===== config.mk =====
export PLATFORM = sky130hd
export DESIGN_NAME = max_subarray_sum_stream
export DESIGN_NICKNAME = d
export VERILOG_FILES = /design/src/hw/rtl/mss_pkg.sv /design/src/hw/rtl/max_subarray_sum_stream.sv /design/src/hw/rtl/mss_scan.sv
export SDC_FILE = /design/constraint.sdc
export NUM_CORES = 1
export LEC_CHECK = 0
export ABC_AREA = 1
export ABC_CLOCK_PERIOD_IN_PS = 13000
export BUFFER_PORTS_ARGS = -buffer_cell sky130_fd_sc_hd__clkbuf_2
export CAP_MARGIN = 20
export CORE_MARGIN = 5
export CORE_UTILIZATION = 53
export DETAILED_ROUTE_END_ITERATION = 12
export PLACE_DENSITY = 0.73
export SLEW_MARGIN = 20
export SYNTH_ARGS = -nofsm -noshare
export SYNTH_HDL_FRONTEND = slang
export SYNTH_HIERARCHICAL = 1
export SYNTH_SLANG_ARGS = --single-unit

===== constraint.sdc =====
create_clock -name clock -period 13 [get_ports clock]
set_input_delay 2.6 -clock clock [delete_from_list [all_inputs] [get_ports clock]]
set_output_delay 2.6 -clock clock [all_outputs]
set_load 0.05 [all_outputs]

===== src/hw/rtl/mss_pkg.sv =====
// Shared types and constants for the max subarray sum stream block.
package mss_pkg;

   localparam int DEF_MAX_LENGTH = 65536;
   localparam int DEF_VALUE_BITS = 16;

   localparam int SUM_BITS   = 32;
   localparam int INDEX_BITS = 16;
   localparam int CSR_DATA_BITS = 32;
   localparam int CSR_ADDR_BITS = 3;

   // register index, taken from paddr[2]
   localparam logic REG_ALLOW_EMPTY = 1'b0;

   typedef struct packed {
      logic signed [SUM_BITS-1:0] best_sum;
      logic [INDEX_BITS-1:0]      first_index;
      logic [INDEX_BITS-1:0]      last_index;
   } result_type;

endpackage


===== src/hw/rtl/max_subarray_sum_stream.sv =====
// The result for the item marked last is formed combinationally and registered onto rsp_*.
// One item per clock while not stalled; the scan state loops through one add and compare.
// A result held by rsp_stall parks in a skid stage; req_stall rises only when it is full.
// Reset (synchronous, active high) clears the scan state, allow_empty and both output stages.
// Configuration: allow_empty at byte address 0; a mode change applies at the next sequence.
module max_subarray_sum_stream
   import mss_pkg::*;
#(
   parameter int MAX_LENGTH = DEF_MAX_LENGTH,
   parameter int VALUE_BITS = DEF_VALUE_BITS
) (
   input  logic                         clock,
   input  logic                         reset,
   input  logic                         req_valid,
   output logic                         req_stall,
   input  logic signed [VALUE_BITS-1:0] req_value,
   input  logic                         req_last,
   output logic                         rsp_valid,
   input  logic                         rsp_stall,
   output logic signed [SUM_BITS-1:0]   rsp_best_sum,
   output logic [INDEX_BITS-1:0]        rsp_first_index,
   output logic [INDEX_BITS-1:0]        rsp_last_index,
   input  logic                         psel,
   input  logic                         penable,
   input  logic                         pwrite,
   input  logic [CSR_ADDR_BITS-1:0]     paddr,
   input  logic [CSR_DATA_BITS-1:0]     pwdata,
   output logic [CSR_DATA_BITS-1:0]     prdata,
   output logic                         pready
);

   logic       allow_empty_ff;
   logic       fire;
   logic       new_valid;
   result_type new_result;
   logic       out_valid_ff, skid_valid_ff;
   result_type out_ff, skid_ff;
   logic       out_free;

   assign pready = 1'b1;
   assign prdata = (paddr[2] == REG_ALLOW_EMPTY) ?
                   {{(CSR_DATA_BITS-1){1'b0}}, allow_empty_ff} : '0;

   always_ff @(posedge clock) begin
      if (reset) begin
         allow_empty_ff <= 1'b0;
      end else if (psel && penable && pwrite && pready && paddr[2] == REG_ALLOW_EMPTY) begin
         allow_empty_ff <= pwdata[0];
      end
   end

   assign req_stall = skid_valid_ff;
   assign fire      = req_valid && !req_stall;

   mss_scan #(
      .MAX_LENGTH (MAX_LENGTH),
      .VALUE_BITS (VALUE_BITS)
   ) u_scan (
      .clock        (clock),
      .reset        (reset),
      .fire         (fire),
      .value        (req_value),
      .last         (req_last),
      .allow_empty  (allow_empty_ff),
      .result_valid (new_valid),
      .result       (new_result)
   );

   assign out_free = !out_valid_ff || !rsp_stall;

   always_ff @(posedge clock) begin
      if (reset) begin
         out_valid_ff  <= 1'b0;
         skid_valid_ff <= 1'b0;
      end else if (out_free) begin
         // skid full means no item was accepted this cycle
         if (skid_valid_ff) begin
            out_valid_ff  <= 1'b1;
            skid_valid_ff <= 1'b0;
         end else begin
            out_valid_ff <= new_valid;
         end
      end else if (new_valid) begin
         skid_valid_ff <= 1'b1;
      end
   end

   always_ff @(posedge clock) begin
      if (out_free) begin
         out_ff <= skid_valid_ff ? skid_ff : new_result;
      end
      if (!out_free && new_valid) begin
         skid_ff <= new_result;
      end
   end

   assign rsp_valid       = out_valid_ff;
   assign rsp_best_sum    = out_ff.best_sum;
   assign rsp_first_index = out_ff.first_index;
   assign rsp_last_index  = out_ff.last_index;

endmodule


===== src/hw/rtl/mss_scan.sv =====
// Running Kadane scan: per-item state update and result formation.
module mss_scan
   import mss_pkg::*;
#(
   parameter int MAX_LENGTH = DEF_MAX_LENGTH,
   parameter int VALUE_BITS = DEF_VALUE_BITS
) (
   input  logic                         clock,
   input  logic                         reset,
   input  logic                         fire,
   input  logic signed [VALUE_BITS-1:0] value,
   input  logic                         last,
   input  logic                         allow_empty,
   output logic                         result_valid,
   output result_type                   result
);

   localparam int POS_BITS = $clog2(MAX_LENGTH);
   localparam logic [POS_BITS-1:0] POS_LIMIT = POS_BITS'(MAX_LENGTH - 1);
   localparam logic signed [SUM_BITS-1:0] SUM_MAX = {1'b0, {(SUM_BITS-1){1'b1}}};
   localparam logic signed [SUM_BITS-1:0] SUM_MIN = {1'b1, {(SUM_BITS-1){1'b0}}};

   logic [POS_BITS-1:0]        pos_ff, pos_in;
   logic signed [SUM_BITS-1:0] run_sum_ff, run_sum_in;
   logic [POS_BITS-1:0]        run_start_ff, run_start_in;
   logic signed [SUM_BITS-1:0] best_ff, best_in;
   logic [POS_BITS-1:0]        best_start_ff, best_start_in;
   logic [POS_BITS-1:0]        best_end_ff, best_end_in;

   logic signed [SUM_BITS-1:0] v_ext;
   logic signed [SUM_BITS:0]   sum_wide;
   logic signed [SUM_BITS-1:0] sum_sat;
   logic [POS_BITS+INDEX_BITS-1:0] first_wide, last_wide;

   assign v_ext    = SUM_BITS'(value);
   assign sum_wide = {run_sum_ff[SUM_BITS-1], run_sum_ff} + {v_ext[SUM_BITS-1], v_ext};

   always_comb begin
      if (sum_wide[SUM_BITS] != sum_wide[SUM_BITS-1]) begin
         sum_sat = sum_wide[SUM_BITS] ? SUM_MIN : SUM_MAX;
      end else begin
         sum_sat = sum_wide[SUM_BITS-1:0];
      end
   end

   always_comb begin
      run_sum_in    = run_sum_ff;
      run_start_in  = run_start_ff;
      best_in       = best_ff;
      best_start_in = best_start_ff;
      best_end_in   = best_end_ff;
      if (pos_ff == '0) begin
         run_sum_in    = v_ext;
         run_start_in  = '0;
         best_start_in = '0;
         best_end_in   = '0;
         if (allow_empty && !(v_ext > 0)) begin
            best_in = '0;
         end else begin
            best_in = v_ext;
         end
      end else begin
         // a zero run sum keeps the run going
         if (run_sum_ff < 0) begin
            run_sum_in   = v_ext;
            run_start_in = pos_ff;
         end else begin
            run_sum_in = sum_sat;
         end
         if (run_sum_in > best_ff) begin
            best_in       = run_sum_in;
            best_start_in = run_start_in;
            best_end_in   = pos_ff;
         end
      end
      pos_in = (pos_ff != POS_LIMIT) ? pos_ff + 1'b1 : pos_ff;
   end

   always_ff @(posedge clock) begin
      if (reset || (fire && last)) begin
         pos_ff        <= '0;
         run_sum_ff    <= '0;
         run_start_ff  <= '0;
         best_ff       <= '0;
         best_start_ff <= '0;
         best_end_ff   <= '0;
      end else if (fire) begin
         pos_ff        <= pos_in;
         run_sum_ff    <= run_sum_in;
         run_start_ff  <= run_start_in;
         best_ff       <= best_in;
         best_start_ff <= best_start_in;
         best_end_ff   <= best_end_in;
      end
   end

   // indices report the low 16 bits of the position
   assign first_wide = {{INDEX_BITS{1'b0}}, best_start_in};
   assign last_wide  = {{INDEX_BITS{1'b0}}, best_end_in};

   assign result_valid       = fire && last;
   assign result.best_sum    = best_in;
   assign result.first_index = first_wide[INDEX_BITS-1:0];
   assign result.last_index  = last_wide[INDEX_BITS-1:0];

endmodule


======== After elaboration in Yosys (flattened, before gate mapping) ========
Index checks and enable logic that the tools add are counted.
word-level totals
  logic and storage cells ................. 57
  output and inout port bits .............. 99
  bits in registers ....................... 259
  input bits .............................. 59
cells by class
  multiplexer cells ....................... 17
  equality and inequality tests ........... 2
  reductions and logical operators ........ 17
  add/sub/neg operators ................... 2
  $lt $le $gt $ge ......................... 3
  bitwise gates (word level) .............. 1
operators with widths
  kind                                                                               number
  32-bit two-way mux                                                                 8
  16-bit two-way mux                                                                 6
  64-bit two-way mux                                                                 1
  32-bit by 16-bit adder with 33-bit output                                          1
  32-bit greater-than comparator                                                     1
  32-bit by 1-bit < comparator with 1-bit output (second input constant)             1
  16-bit by 1-bit adder with 16-bit output (second input constant)                   1
  16-bit by 1-bit greater-than comparator with 1-bit output (second input constant)  1
  16-bit logical NOT                                                                 1
  16-bit inequality test (second input constant)                                     1
  1-bit logical AND                                                                  7
  1-bit logical NOT                                                                  5
  1-bit logical OR                                                                   2
  1-bit two-way mux                                                                  2
  2-bit AND reduction                                                                1
  2-bit OR reduction                                                                 1
  1-bit inequality test                                                              1
  1-bit inverter                                                                     1

======== Logic depth before layout (Yosys ltp) ========
  depth in word-level cells ............... 9
  depth in mapped cells ................... 38
  depth with buffers taken out ............ 35

======== Cells and area by module ========
The synthesis kept the hierarchy.
by module, submodules not included
  module                   times used  area each (um^2)  cells an instance  sequential area each (um^2)
  mss_scan                 1           10,231.1          1,657              2,562.5
  max_subarray_sum_stream  1           5,053.6           391                3,903.7

======== Worst setup path before layout ========
OpenSTA, ideal clock, no wires.
  path kind ............................... input -> register
  start point ............................. input port rsp_stall
  end point ............................... register skid_ff[0] in the netlist's numbering, enable pin
  path slack .............................. 5.602 ns
  stages .................................. 2
  required time ........................... 12.514 ns
  library setup time ...................... 0.486 ns
  arrival ................................. 6.912 ns
  cells stage by stage .................... nand2_1 -> nor2_1
between the ends
  longest elaborated chain between the ends .. 4
RTL lines
  what                  RTL line                       text
  start, declared       max_subarray_sum_stream.sv:19  input logic rsp_stall,
  1-bit logical NOT     max_subarray_sum_stream.sv:69  assign out_free = !out_valid_ff || !rsp_stall;
  1-bit logical OR      max_subarray_sum_stream.sv:69
  1-bit logical NOT     max_subarray_sum_stream.sv:92  if (!out_free && new_valid) begin
  1-bit logical AND     max_subarray_sum_stream.sv:92
  end signal, assigned  max_subarray_sum_stream.sv:93  skid_ff <= new_result;
  end, declared         max_subarray_sum_stream.sv:37  result_type out_ff, skid_ff;
Every way passes these cells.
A chain may end at the register's enable or synchronous reset.

==> impl_metrics.json <==
{
  "clock_latency_ns": 0.53,
  "vias": 13300,
  "netlist_area_sq_mm": 0.0153,
  "worst_path_dominant_cell_family": "simple AND/OR/NAND/NOR gates",
  "final-setup-viol-count": 0,
  "min_period_ns": 7.68,
  "yosysTopAreaCell": "edfxtp_1",
  "post-route-util": 0.579,
  "power_frac_seq": 0.360,
  "rr_endpoint": "rsp_best_sum[28]$_DFFE_PP_",
  "worstHoldPathType": "flip-flop to flip-flop",
  "hpwl_mm": 26.8,
  "rrSetupSlack_ns": 7.26,
  "vias_per_cell": 5.34,
  "ys_seq_area_frac": 0.423,
  "r2r_cells": 29,
  "syn_area_per_cell_sq_um": 7.46,
  "required_ns": 13.26,
  "drt_wl_total_mm": 38.6,
  "cap_violations": 0,
  "crit_slowest_cell": "buf_4",
  "relSlewSlack": 0.280,
  "num_rows": 62,
  "die_w_um": 180,
  "cts_resized": 0,
  "antenna_found_initial": 0,
  "yosysTopAreaCellShare": 0.251,
  "worst_setup_path_start_kind": "input pin",
  "synth-xor-area-share": 0.0109,
  "synth_compound_area_frac": 0.127,
  "netSwitchingFraction": 0.395,
  "cts_tree": "built",
  "wl_per_cell_um": 15.5,
  "power_frac_clock": 0.267,
  "cts-root-buf": "clkbuf_16",
  "yosysMostFrequentCell": "nand2_1",
  "setup-tns-final_ns": 0,
  "ant_nets": 0,
  "peakVddDrop_mv": 0.0833,
  "p_int_mw": 1.68,
  "die-area_sq_mm": 0.0323,
  "clkTransAtPathRegs_ns": 0.06,
  "rsz0062_at_grt": "no",
  "fmax_mhz": 130,
  "fin_nets": 2211,
  "grt.total_usage": 0.231,
  "numCtsBuffers": 25,
  "cpMostUsedCell": "nand2_1",
  "fin_skew_ns": 0.0131,
  "worstMarginPinSlew_ns": 1.08,
  "clock_path_buffers": 3,
  "critPathMaxFanout": 52,
  "clock-sinks": 259,
  "synthSimpleGateAreaFrac": 0.269,
  "critPathArrivalTime_ns": 7.94,
  "finalCritPeriodShare": 0.591,
  "synth_top_family_by_area": "simple AND/OR/NAND/NOR gates",
  "grt_pass1_vias": 12100,
  "synth_common_cells": "nand2_1 (662), inv_1 (247), a21oi_1 (182)",
  "synth_flop_cell": "dfxtp_1",
  "drcViolationCount": 0,
  "grt-ovfl-total": 0,
  "finalPower_mw": 2.78,
  "first_iter_violations": 1268,
  "synth_cell_types": 52,
  "netlist_instances": 2048,
  "coreArea_sq_mm": 0.0286,
  "ys_ff_latch": 259,
  "power.switching_mw": 1.10,
  "ys_async_sr_fraction": 0,
  "reg2reg_from": "u_scan/run_sum_ff[31]$_SDFFE_PP0P_",
  "crit_type": "input pin to flip-flop",
  "p_leak_nw": 8.09,
  "ys_warn_count": 6,
  "antennaDiodeCount": 0,
  "synth_fa_ha_area_frac": 0.0553,
  "gp_congestion": 0.932,
  "worst_setup_path_end_kind": "flip-flop",
  "die_height_um": 180,
  "grt_pass1_wl_mm": 63.5,
  "dr.pass1.iters": 5,
  "synth-edff-count": 128,
  "slowest_delay_ns": 0.52,
  "ctsHtreeMaxLevel": 1,
  "syn_to_final_growth_pct": 8.37,
  "grt_max_degree": 97,
  "path_depth": 33,
  "ios": 158,
  "status": "complete, no violations",
  "initial_utilization": 0.534,
  "postCtsHoldBufs": 0,
  "io_buffers": 92,
  "layout-drive-gt1-share": 0.113,
  "crit_start": "req_value[0]",
  "comb_power_share": 0.373,
  "finalHoldViolCount": 0,
  "endpoint": "rsp_best_sum[28]$_DFFE_PP_",
  "post-cts-setup-buffer-count": 0,
  "synth_area_leaders": "edfxtp_1 (25%), dfxtp_1 (17%), nand2_1 (16%), inv_1 (6.1%), a21oi_1 (6.0%)",
  "synth_mux_area_frac": 0,
  "drv_slew": 0,
  "power_density_mw_per_mm2": 168,
  "crit_buf_inv": 3
}
==> placed cells by master (no fill, tap or decap), drive strengths merged, types with 6 or more instances in the layout <==
| cell | count |
|---|---|
| buf | 16 |
| nand2 | 703 |
| nand4 | 13 |
| o21bai | 9 |
| or2 | 18 |
| o211ai | 16 |
| xor2 | 6 |
| o21ai | 103 |
| nor2 | 62 |
| nor4 | 9 |
| nor3 | 18 |
| a31oi | 16 |
| inv | 249 |
| nand3 | 132 |
| edfxtp | 128 |
| xnor2 | 13 |
| ha | 66 |
| dfxtp | 131 |
| clkbuf | 131 |
| a211oi | 17 |
| conb | 32 |
| clkinv | 7 |
| a21oi | 188 |
==> registers in the layout, summed over array words and instances (netlist names) <==
signal / flops
u_scan/pos_ff: 16
u_scan/best_ff: 32
rsp_first_index: 16
u_scan/best_end_ff: 16
rsp_last_index: 16
u_scan/run_sum_ff: 32
rsp_best_sum: 32
req_stall: 1
allow_empty_ff: 1
rsp_valid: 1
u_scan/best_start_ff: 16
u_scan/run_start_ff: 16
skid_ff: 64
==> per-stage QoR <==
stage / instance area (sq um) / instances / hold WS [ns] / setup WS, ns
6_report: 16600 / 2488 / 0.461 / 5.32
2_1_floorplan: 15400 / 2078 / 0.436 / 5.60
3_5_place_dp: 15700 / 2441 / 0.451 / 4.45
4_1_cts: 16500 / 2487 / 0.461 / 4.99
5_1_grt: 16600 / 2488 / 0.488 / 4.81
3_3_place_gp: 15700 / 2441 / 0.447 / 4.59
==> routing by layer <==
metal / global-route usage / wire length, um / up-vias
li1: - / - / 6679
met2: 0.338 / 16000 / 448
met4: 0.0479 / 685 / 0
met3: 0.0289 / 2740 / 43
met5: 0 / 0 / -
met1: 0.367 / 19100 / 6108
==> layout make-up <==
type,instances,area [sq um]
fill,2611,12100
multi-input combinational,1439,7230
sequential,259,6470
inverter,252,947
clock buffer,39,736
timing repair buffer,108,601
tap,384,480
clock inverter,7,103
==> worst min path at each step <==
stage | startpoint | endpoint | slack, ns | cells after the start
after floorplan | u_scan/run_start_ff[0]$_SDFFE_PP0P_ | u_scan/run_start_ff[0]$_SDFFE_PP0P_ | 0.44 | 2
after global placement | u_scan/run_start_ff[8]$_SDFFE_PP0P_ | u_scan/run_start_ff[8]$_SDFFE_PP0P_ | 0.45 | 2
after detailed placement | u_scan/run_start_ff[10]$_SDFFE_PP0P_ | u_scan/run_start_ff[10]$_SDFFE_PP0P_ | 0.45 | 2
after CTS | u_scan/run_start_ff[10]$_SDFFE_PP0P_ | u_scan/run_start_ff[10]$_SDFFE_PP0P_ | 0.46 | 2
after global routing | u_scan/run_start_ff[3]$_SDFFE_PP0P_ | u_scan/run_start_ff[3]$_SDFFE_PP0P_ | 0.49 | 2
final | u_scan/run_start_ff[10]$_SDFFE_PP0P_ | u_scan/run_start_ff[10]$_SDFFE_PP0P_ | 0.46 | 2
==> worst register-to-register path: cells and delay by family (launching register included) <==
kind | cells | cell delay [ns]
flops | 1 | 0.31
fa+ha+maj | 2 | 0.70
buf+inv | 3 | 1.26
simple gates | 17 | 1.82
compound gates | 7 | 1.35
==> cells by family (layout without fill, tap and decap cells) <==
family / count (synthesis) / in the layout
compound gates: 355 / 355
xor+xnor: 19 / 19
simple gates: 966 / 966
flops: 259 / 259
other cells: 2 / 32
buf+inv: 380 / 406
fa+ha+maj: 67 / 67
==> power groups by stage <==
stage          logic, mW  registers (mW)  clock network [mW]
2_1_floorplan      0.615            1.21                   0
3_3_place_gp        1.00            1.01                   0
3_5_place_dp        1.02            1.02                   0
4_1_cts             1.02           0.999               0.748
5_1_grt             1.14            1.01               0.789
6_report            1.04           0.999               0.741
No activity file was read; power rests on OpenSTA's default activity.
